--- src/hw/rtl/csvp_pkg.sv ---
`default_nettype none
// ----------------------------------------------------------------------------
// csvp_pkg
// Shared types and constants for the CSV signed integer parser.
// ----------------------------------------------------------------------------
package csvp_pkg;

    // Width of a parsed field value, two's complement, wrapping.
    localparam int VALUE_WIDTH = 32;

    // Packed result payload: index, value, count, padded to whole bytes.
    localparam int PAYLOAD_W = 8 + VALUE_WIDTH + 8;
    localparam int TDATA_W   = ((PAYLOAD_W + 7) / 8) * 8;

    // Field limit after reset.
    localparam logic [7:0] LIMIT_RESET = 8'd8;

    // Characters the parser recognizes.
    localparam logic [7:0] CHAR_COMMA = 8'h2C;
    localparam logic [7:0] CHAR_MINUS = 8'h2D;
    localparam logic [7:0] CHAR_SPACE = 8'h20;
    localparam logic [7:0] CHAR_DOT   = 8'h2E;
    localparam logic [7:0] CHAR_ZERO  = 8'h30;
    localparam logic [7:0] CHAR_NINE  = 8'h39;

    // The frame is stopped once a field holds more than this many digits.
    localparam logic [3:0] MAX_DIGITS = 4'd10;

    // Result kinds.
    typedef enum logic {
        KIND_FIELD = 1'b0,
        KIND_DONE  = 1'b1
    } kind_t;

    // One result item.
    typedef struct packed {
        kind_t                   kind;
        logic [7:0]              index;
        logic [VALUE_WIDTH-1:0]  value;
        logic [7:0]              count;
        logic                    last;
    } result_t;

    // Results caused by one byte, as handed from the parser to the queue.
    typedef struct packed {
        logic    valid0;
        logic    valid1;
        result_t res0;
        result_t res1;
    } step_out_t;

endpackage : csvp_pkg
`default_nettype wire

--- src/hw/rtl/csvp_parser.sv ---
`default_nettype none
// ----------------------------------------------------------------------------
// csvp_parser
// Parse state and per-byte decode. Computes the results of one byte and
// updates the field accumulator, sign, digit count, index and drain flag.
// ----------------------------------------------------------------------------
module csvp_parser
    import csvp_pkg::*;
(
    input  wire logic        aclk,
    input  wire logic        aresetn,
    input  wire logic        cfg_wr_en,
    input  wire logic [7:0]  cfg_wr_data,
    input  wire logic        step,
    input  wire logic [7:0]  char_byte,
    input  wire logic        frame_end,
    output step_out_t        step_out
);

    logic [VALUE_WIDTH-1:0] acc_reg, acc_next;
    logic                   neg_reg, neg_next;
    logic [3:0]             digits_reg, digits_next;
    logic [7:0]             index_reg, index_next;
    logic                   drain_reg, drain_next;
    logic [7:0]             limit_reg;

    logic [7:0]             index_inc;
    logic [VALUE_WIDTH-1:0] signed_acc;
    logic [VALUE_WIDTH-1:0] acc_times_ten;
    logic [7:0]             digit_full;
    logic [3:0]             digit;
    logic                   is_digit;
    logic                   stop;
    logic [7:0]             stop_count;
    logic                   done_now;

    // Shared arithmetic for the decode below.
    assign index_inc     = index_reg + 8'd1;
    assign signed_acc    = neg_reg ? (VALUE_WIDTH'(0) - acc_reg) : acc_reg;
    assign acc_times_ten = (acc_reg << 3) + (acc_reg << 1);
    assign digit_full    = char_byte - CHAR_ZERO;
    assign digit         = digit_full[3:0];
    assign is_digit      = (char_byte >= CHAR_ZERO) && (char_byte <= CHAR_NINE);

    // Decode one byte into results and the next parse state.
    always_comb begin
        result_t r0;
        result_t r1;
        r0          = '{kind: KIND_DONE, index: 8'd0, value: '0, count: 8'd0, last: 1'b1};
        r1          = r0;
        acc_next    = acc_reg;
        neg_next    = neg_reg;
        digits_next = digits_reg;
        index_next  = index_reg;
        drain_next  = drain_reg;
        step_out.valid0 = 1'b0;
        step_out.valid1 = 1'b0;
        stop        = 1'b0;
        stop_count  = index_reg;
        done_now    = 1'b0;

        if (drain_reg) begin
            // Bytes after done are dropped; the frame end clears everything.
            if (frame_end) begin
                acc_next    = '0;
                neg_next    = 1'b0;
                digits_next = 4'd0;
                index_next  = 8'd0;
                drain_next  = 1'b0;
            end
        end else if (index_reg >= limit_reg) begin
            step_out.valid0 = 1'b1;
            r0.count        = index_reg;
            done_now        = 1'b1;
        end else if (char_byte == CHAR_COMMA) begin
            // Emit the field, then close the frame at the limit or frame end.
            step_out.valid0 = 1'b1;
            r0.kind         = KIND_FIELD;
            r0.index        = index_reg;
            r0.value        = signed_acc;
            acc_next        = '0;
            neg_next        = 1'b0;
            digits_next     = 4'd0;
            index_next      = index_inc;
            if ((index_inc >= limit_reg) || frame_end) begin
                r0.last         = 1'b0;
                step_out.valid1 = 1'b1;
                r1.count        = index_inc;
                done_now        = 1'b1;
            end
        end else begin
            priority if ((digits_reg == 4'd0) && (char_byte == CHAR_MINUS) && !neg_reg) begin
                neg_next = 1'b1;
            end else if (digits_reg > MAX_DIGITS) begin
                stop = 1'b1;
            end else if ((char_byte == CHAR_SPACE) || (char_byte == CHAR_DOT)) begin
                // Skipped character.
            end else if (!is_digit) begin
                if ((digits_reg == 4'd0) && (index_reg != 8'd0)) begin
                    stop_count = index_reg - 8'd1;
                end
                stop = 1'b1;
            end else begin
                acc_next    = acc_times_ten + VALUE_WIDTH'(digit);
                digits_next = digits_reg + 4'd1;
            end
            if (stop || frame_end) begin
                step_out.valid0 = 1'b1;
                r0.count        = stop_count;
                done_now        = 1'b1;
            end
        end

        // A done result closes the frame: drain, or clear at the frame end.
        if (done_now) begin
            acc_next    = '0;
            neg_next    = 1'b0;
            digits_next = 4'd0;
            if (frame_end) begin
                index_next = 8'd0;
                drain_next = 1'b0;
            end else begin
                drain_next = 1'b1;
            end
        end

        step_out.res0 = r0;
        step_out.res1 = r1;
    end

    // Parse state advances on each accepted transfer.
    always_ff @(posedge aclk) begin
        if (!aresetn) begin
            acc_reg    <= '0;
            neg_reg    <= 1'b0;
            digits_reg <= 4'd0;
            index_reg  <= 8'd0;
            drain_reg  <= 1'b0;
        end else if (step) begin
            acc_reg    <= acc_next;
            neg_reg    <= neg_next;
            digits_reg <= digits_next;
            index_reg  <= index_next;
            drain_reg  <= drain_next;
        end
    end

    // Field limit register.
    always_ff @(posedge aclk) begin
        if (!aresetn) begin
            limit_reg <= LIMIT_RESET;
        end else if (cfg_wr_en) begin
            limit_reg <= cfg_wr_data;
        end
    end

endmodule : csvp_parser
`default_nettype wire

--- src/hw/rtl/csvp_out_fifo.sv ---
`default_nettype none
// ----------------------------------------------------------------------------
// csvp_out_fifo
// Four-entry result queue. Takes up to two results per cycle and hands out
// one per cycle while out_ready is high; reports room for two more as space_ok.
// ----------------------------------------------------------------------------
module csvp_out_fifo
    import csvp_pkg::*;
(
    input  wire logic   aclk,
    input  wire logic   aresetn,
    input  wire logic   push,
    input  step_out_t   push_data,
    output logic        space_ok,
    output logic        out_valid,
    input  wire logic   out_ready,
    output result_t     out_data
);

    result_t    slot_reg [4];
    logic [1:0] wr_ptr_reg, wr_ptr_next;
    logic [1:0] rd_ptr_reg, rd_ptr_next;
    logic [2:0] count_reg, count_next;
    logic       push0;
    logic       push1;
    logic       pop;
    logic [1:0] wr_ptr_plus1;

    assign push0        = push && push_data.valid0;
    assign push1        = push && push_data.valid1;
    assign pop          = out_valid && out_ready;
    assign wr_ptr_plus1 = wr_ptr_reg + 2'd1;

    assign out_valid = (count_reg != 3'd0);
    assign out_data  = slot_reg[rd_ptr_reg];
    assign space_ok  = (count_reg <= 3'd2);

    // Pointer and occupancy update.
    always_comb begin
        wr_ptr_next = wr_ptr_reg + {1'b0, push0} + {1'b0, push1};
        rd_ptr_next = rd_ptr_reg + {1'b0, pop};
        count_next  = count_reg + {2'b00, push0} + {2'b00, push1} - {2'b00, pop};
    end

    always_ff @(posedge aclk) begin
        if (!aresetn) begin
            wr_ptr_reg <= 2'd0;
            rd_ptr_reg <= 2'd0;
            count_reg  <= 3'd0;
        end else begin
            wr_ptr_reg <= wr_ptr_next;
            rd_ptr_reg <= rd_ptr_next;
            count_reg  <= count_next;
        end
    end

    // Result storage, written in transfer order.
    always_ff @(posedge aclk) begin
        if (push0) begin
            slot_reg[wr_ptr_reg] <= push_data.res0;
        end
        if (push1) begin
            slot_reg[wr_ptr_plus1] <= push_data.res1;
        end
    end

endmodule : csvp_out_fifo
`default_nettype wire

--- src/hw/rtl/csv_signed_integer_parser_top.sv ---
`default_nettype none
// Each result is written into the result queue and leaves it on the m_ side in order.
// Throughput: one byte per cycle while s_tready is high; a comma that also
// closes the frame makes two results, which leave one per cycle through a
// four-entry result queue while m_tready is high. s_tready drops while fewer
// than two queue entries are free. Reset (aresetn low, synchronous) clears
// the parse state, empties the queue and sets field_limit to 8.
// ----------------------------------------------------------------------------
// csv_signed_integer_parser_top
// Parses comma-terminated signed decimal integers from a framed byte stream
// and reports each field and a done result with the field count.
// ----------------------------------------------------------------------------
module csv_signed_integer_parser_top
    import csvp_pkg::*;
(
    input  wire logic               aclk,
    input  wire logic               aresetn,
    // Field limit register write.
    input  wire logic               cfg_wr_en,
    input  wire logic [7:0]         cfg_wr_data,
    // Byte input.
    input  wire logic               s_tvalid,
    output logic                    s_tready,
    input  wire logic [7:0]         s_tdata,   // [7:0] char_byte
    input  wire logic               s_tlast,   // frame_end
    // Result output.
    output logic                    m_tvalid,
    input  wire logic               m_tready,
    // [7:0] field_index, [VALUE_WIDTH+7:8] field_value,
    // [VALUE_WIDTH+15:VALUE_WIDTH+8] field_count, rest zero
    output logic [TDATA_W-1:0]      m_tdata,
    output logic                    m_tuser,   // kind
    output logic                    m_tlast    // last_of_run
);

    logic      step;
    logic      space_ok;
    step_out_t step_out;
    result_t   head;

    // A byte transfer happens when s_tvalid is high and the queue can take two results.
    assign s_tready = space_ok;
    assign step     = s_tvalid && s_tready;

    csvp_parser u_parser (
        .aclk        (aclk),
        .aresetn     (aresetn),
        .cfg_wr_en   (cfg_wr_en),
        .cfg_wr_data (cfg_wr_data),
        .step        (step),
        .char_byte   (s_tdata),
        .frame_end   (s_tlast),
        .step_out    (step_out)
    );

    csvp_out_fifo u_out_fifo (
        .aclk      (aclk),
        .aresetn   (aresetn),
        .push      (step),
        .push_data (step_out),
        .space_ok  (space_ok),
        .out_valid (m_tvalid),
        .out_ready (m_tready),
        .out_data  (head)
    );

    // Pack the queue head onto the stream.
    assign m_tdata = TDATA_W'({head.count, head.value, head.index});
    assign m_tuser = head.kind;
    assign m_tlast = head.last;

endmodule : csv_signed_integer_parser_top
`default_nettype wire
--- config.mk ---
export PLATFORM = sky130hd
export DESIGN_NAME = csv_signed_integer_parser_top
export DESIGN_NICKNAME = d
export VERILOG_FILES = /design/src/hw/rtl/csvp_pkg.sv /design/src/hw/rtl/csvp_parser.sv /design/src/hw/rtl/csvp_out_fifo.sv /design/src/hw/rtl/csv_signed_integer_parser_top.sv
export SDC_FILE = /design/constraint.sdc
export NUM_CORES = 1
export LEC_CHECK = 0
export BUFFER_PORTS_ARGS = -buffer_cell sky130_fd_sc_hd__buf_2
export CAP_MARGIN = 20
export CORE_MARGIN = 2
export CORE_UTILIZATION = 30
export DETAILED_ROUTE_END_ITERATION = 6
export REMOVE_ABC_BUFFERS = 1
export SLEW_MARGIN = 20
export SYNTH_ARGS = -nofsm -noshare
export SYNTH_HDL_FRONTEND = slang
export SYNTH_HIERARCHICAL = 1
export SYNTH_SLANG_ARGS = --single-unit
--- constraint.sdc ---
create_clock -name aclk -period 6.2 [get_ports aclk]
set_input_delay 0.62 -clock aclk [delete_from_list [all_inputs] [get_ports aclk]]
set_output_delay 0.62 -clock aclk [all_outputs]
set_load 0.02 [all_outputs]
; Word level (Yosys, flattened, before mapping)
; Memory sizes are Yosys's and may differ from the RTL's. A register that Yosys moved wholly into a read port is not among the register bits.
; Index checks and enable logic that the tools add are counted.
[classes]
n_addsub = 14
reduce_logical = 19
magnitude_cmp = 6
n_mul = 0
div = 0
bitwise = 0
n_eq_ne = 9
mux = 74
n_shift = 0
[ops]
columns = cell, count
row1 = $mux W32, 10
row2 = $mux W8, 18
row3 = $mux W41, 2
row4 = $mux W50, 1
row5 = $mux W4, 9
row6 = $add A32 B32 Y32, 1
row7 = $add A32 B4 Y32, 1
row8 = $eq A8 B6 Y1 const B, 4
row9 = $mux W1, 32
row10 = $sub A1 B32 Y32 const A, 1
row11 = $ge A8 B8 Y1, 2
row12 = $ne A4 B1 Y1 const B, 3
row13 = $add A8 B1 Y8 const B, 1
row14 = $ge A8 B6 Y1 const B, 1
row15 = $le A8 B6 Y1 const B, 1
row16 = $logic_and A1 B1 Y1, 8
row17 = $reduce_bool A4 Y1, 2
row18 = $reduce_bool A8 Y1, 1
row19 = $sub A8 B1 Y8 const B, 1
row20 = $reduce_and A7 Y1, 1
row21 = $add A2 B1 Y2, 3
row22 = $add A3 B1 Y3, 2
row23 = $add A4 B1 Y4 const B, 1
row24 = $gt A4 B4 Y1 const B, 1
row25 = 12 further kinds, 15
[totals]
latchBits = 0
output_inout_bits = 52
register_bits = 61
n_memories = 1
word_cells = 132
input_bits = 22
ramBits = 200
mem_bits_ro = 0
[memory_table]
columns = name, depth, width, read_ports, rd_ports_with_merged_regs, wr, line_no
row1 = u_out_fifo.slot_reg, 4, 50, 1, 1, 2, csvp_out_fifo.sv:20  ; result_t slot_reg [4];

; Depth between registers and ports, before layout
[logic_depth]
word_depth = 18
ltp_mapped = 17
mapped_depth_nobuf = 16

; Hierarchy
; Netlist, hierarchy kept.
[by_module_without_submodules]
columns = mod, seq_area_each_um2, instances, area_each_um2, cells_per_inst
row1 = csvp_out_fifo, 6145.9, 1, 10317.4, 534
row2 = csvp_parser, 1081.0, 1, 5851.9, 754
row3 = csv_signed_integer_parser_top, 0.0, 1, 6.3, 1

; Least setup slack after synthesis
; No wires, ideal clock.
[synth_path]
path_type = reg2reg
start = reg u_parser.index_reg[2]
end = mem u_out_fifo/slot_reg[1][0] (netlist name), enable pin
arrival_time_ns = 6.181
required_ns = 5.670
setup_ns = 0.530
path_buffers = 2
slack_ns = -0.510
stages_incl_launch_ff = 15
synth_period_minus_slack_ns = 6.710
path_cell_list = dfxtp_1 > clkbuf_1 > inv_1 > nor3_1 > xnor2_1 > ha_1 > o21a_1 > o21a_1 > o21ai_0 > a21oi_1 > o21ai_1 > inv_1 > buf_6 > mux2i_1 > nor3b_1
[synth_lines]
columns = item, line_no
row1 = from (decl), csvp_parser.sv:23  ; logic [7:0] index_reg, index_next;
row2 = from (signal assigned), csvp_parser.sv:143  ; index_reg <= index_next;
row3 = to (decl), csvp_out_fifo.sv:20

==> reports/qor.csv <==
metric;value;unit
result_of_the_run;finished clean;
final_net_count;1454;
timing.hold.worst_path_depth;3;
start_util;30.2;%
fin_skew;0.0155;ns
layout-drive-gt1-share;27.7;%
post-synth-top-area-cell;sky130_fd_sc_hd__edfxtp_1;
clk-insertion-delay-late;0.53;ns
ant_cells;0;
groute.layer.met2.usage;23.8;%
postSynth.asyncResetShare;0;%
floorplan.die.width;236;um
io_pins;74;
dr_total_vias;10200;
peakVddDrop;0.167;mV
worst-endpoint-arrival;5.18;ns
rows;85;
synth.most_common_cell;sky130_fd_sc_hd__edfxtp_1;
critPathMaxFanout;34;
final_count_of_hold_timing_violations;0;
ys_types;79;
grt_pass1_wl;60100;um
grt_use_met1;17.4;%
synth_adder_area_share;7.19;%
hold_path.startpoint;cfg_wr_data[3];
highest_clock_rate;0.204;GHz
dp_hpwl;25600;um
setup.worst_path.start_class;flop;
starting_drt_drc_count;616;
fin_total_pwr;5040;uW
ys_dominant_reg_cell;sky130_fd_sc_hd__edfxtp_1;
drc;0;
groute.layer.met3.usage;1.16;%
netlist_area;16200;um2
synth_xor_xnor_area_share;3.84;%
synthTopCellsByCount;sky130_fd_sc_hd__edfxtp_1, sky130_fd_sc_hd__mux2_2, sky130_fd_sc_hd__nor2_1, sky130_fd_sc_hd__ha_1, sky130_fd_sc_hd__dfxtp_1;
global_route.peak_usage_layer;met2;
grt_usage;13.3;%
grt_setup_unrepaired;false;
max_reg_flops;200;
post-route-min-period;4.90;ns
synth_area_leaders;sky130_fd_sc_hd__edfxtp_1, sky130_fd_sc_hd__mux2_2, sky130_fd_sc_hd__dfxtp_1;
worst_r2r_path_depth;12;
hp-class;in2reg;
synth_seq_cells;261;
post_cts_resized;0;
setup_failing_eps_final;0;
synthesis.area_per_instance;12.5;um2
ant_nets;0;
holdBufCountCts;0;
max-cap-violations;0;
synth_top_family_by_area;multiplexers;
syn-instance-count;1289;
final.period_utilization;79.1;%
place.gp.congestion;0.871;
grt_start_max_net_pins;52;
hold-worst-slack;0.320;ns
seq_area_frac_synth;44.7;%
worstSetupEndpointType;flop;
register_to_register_setup_slack;1.30;ns
cts_htree_levels;1;
detailedRoute.firstPassIterationCount;5;
synth_mux_area_share;22.6;%
post_cts.repair.setup_buffers;0;
crit-reg2reg-capture;u_out_fifo/slot_reg[1][28]$_DFFE_PP_;
floorplan_die_height;236;um
clk_pin_slew;0.06;ns
synth_warnings;6;
post_synthesis_simple_gate_area_fraction;8.20;%
viasPerCell;4.96;
floorplan.die_area;55800;um2
number_of_antenna_violations_at_the_first_check_in_global_routing;0;
wirelength;37700;um
synth-edff-count;200;
category_of_the_critical_setup_timing_path;reg2reg;
route.detailed.wl_per_inst;18.3;um
grt_overflow_total;0;
drv_slew;0;
relSlewSlack;29.8;%
worst_hold_path.endpoint;u_parser/limit_reg[3]$_SDFFE_PN1P_;
cts_root_buf;sky130_fd_sc_hd__clkbuf_16;
tritoncts.num_buffers;25;
pwrdens;280;nW/um2
regToRegStartpoint;u_parser/index_reg[0]$_SDFFE_PN0P_;
placeableCoreArea;53600;um2
cts_buffer_depth;3;
area_delta_synth_final;11.3;%
tightest_slew;1.05;ns
clock_sink_count;261;
synth.top_cell.area_share;37.1;%
leakage_power;0.00702;uW
synth_compound_gate_area_share;8.32;%
total_of_buffers_placed_on_input_and_output_ports;73;
vias_in_the_first_global_route;10700;
cts_tree;built;
cp_data_required_time;6.48;ns
cp-startpoint;u_parser/index_reg[0]$_SDFFE_PN0P_;
==> cell type report <==
| cell class | instances | area, um2 |
|---|---|---|
| fillers | 5295 | 35600 |
| multi-input cells | 922 | 8310 |
| flip-flops and latches | 261 | 7230 |
| well taps | 696 | 871 |
| clock buffers | 28 | 637 |
| repair buffers | 89 | 505 |
| clock inverters | 17 | 280 |
| inverters | 43 | 161 |
==> report_power, final <==
group / internal, uW / switching (uW) / leakage [uW]
clock: 1070 / 652 / 0.000442
combinational: 452 / 696 / 0.00430
sequential: 2070 / 99.1 / 0.00227
==> metrics by stage <==
stage	instance area (um2)	worst slack, ns	util [%]	cells	TNS [ns]
after floorplan	15700	-0.543	-	1226	-75.90
after global placement	17100	1.23	31.8	2010	0
after detailed placement	17100	1.13	31.8	2010	0
after CTS	18000	1.10	33.5	2055	0
after global routing	18000	0.950	33.6	2056	0
final	18000	1.30	33.6	2056	0
==> critical path, cell delays in order, from the launching register on <==
cell                       delay [ns]
sky130_fd_sc_hd__dfxtp_1         0.44
sky130_fd_sc_hd__inv_1           0.18
sky130_fd_sc_hd__ha_1            0.33
sky130_fd_sc_hd__nand2b_1        0.14
sky130_fd_sc_hd__a21o_1          0.17
sky130_fd_sc_hd__a21o_1          0.18
sky130_fd_sc_hd__a21oi_1         0.30
sky130_fd_sc_hd__o2111a_1        0.40
sky130_fd_sc_hd__o21ai_1         0.38
sky130_fd_sc_hd__inv_1           0.39
sky130_fd_sc_hd__and4bb_4        0.88
sky130_fd_sc_hd__buf_4           0.48
sky130_fd_sc_hd__mux2_4          0.33
==> logic make-up after synthesis <==
logic type | count (synthesis)
buffers and inverters | 146
other | 2
XOR/XNOR | 71
flip-flops | 261
adder cells (fa/ha/maj) | 90
AND/OR/NAND/NOR | 265
AO/OA/AOI/OAI | 195
multiplexers | 259
==> routing by layer <==
layer | vias to the layer above | wire (um) | share of wire [%]
met4 | 0 | 726 | 1.9
met1 | 5097 | 17000 | 45
met5 | - | 0 | 0
met2 | 160 | 18800 | 50
met3 | 38 | 1120 | 3.0
li1 | 4905 | - | -
==> placed cells by master (no fill, tap or decap), types with 34 or more instances in the layout <==
| master | n |
|---|---|
| sky130_fd_sc_hd__a21oi_1 | 43 |
| sky130_fd_sc_hd__o21ai_0 | 35 |
| sky130_fd_sc_hd__conb_1 | 42 |
| sky130_fd_sc_hd__buf_2 | 73 |
| sky130_fd_sc_hd__mux2_4 | 50 |
| sky130_fd_sc_hd__nor2_1 | 104 |
| sky130_fd_sc_hd__ha_1 | 85 |
| sky130_fd_sc_hd__mux2_2 | 131 |
| sky130_fd_sc_hd__inv_1 | 42 |
| sky130_fd_sc_hd__xor2_1 | 34 |
| sky130_fd_sc_hd__nand2_1 | 53 |
| sky130_fd_sc_hd__edfxtp_1 | 200 |
| sky130_fd_sc_hd__xnor2_1 | 37 |
| sky130_fd_sc_hd__dfxtp_1 | 59 |
| sky130_fd_sc_hd__mux4_2 | 50 |
==> how the worst max path moves through the flow <==
stage	to	slack (ns)	cells after the start
after global routing	u_out_fifo/slot_reg[1][49]$_DFFE_PP_	0.95	11
after global placement	u_out_fifo/slot_reg[0][37]$_DFFE_PP_	1.23	12
after detailed placement	u_out_fifo/slot_reg[0][18]$_DFFE_PP_	1.13	12
after floorplan	u_out_fifo/slot_reg[1][0]$_DFFE_PP_	-0.54	11
final	u_out_fifo/slot_reg[1][28]$_DFFE_PP_	1.30	12
after CTS	u_out_fifo/slot_reg[0][18]$_DFFE_PP_	1.10	12
(Power assumes the default switching activity.)
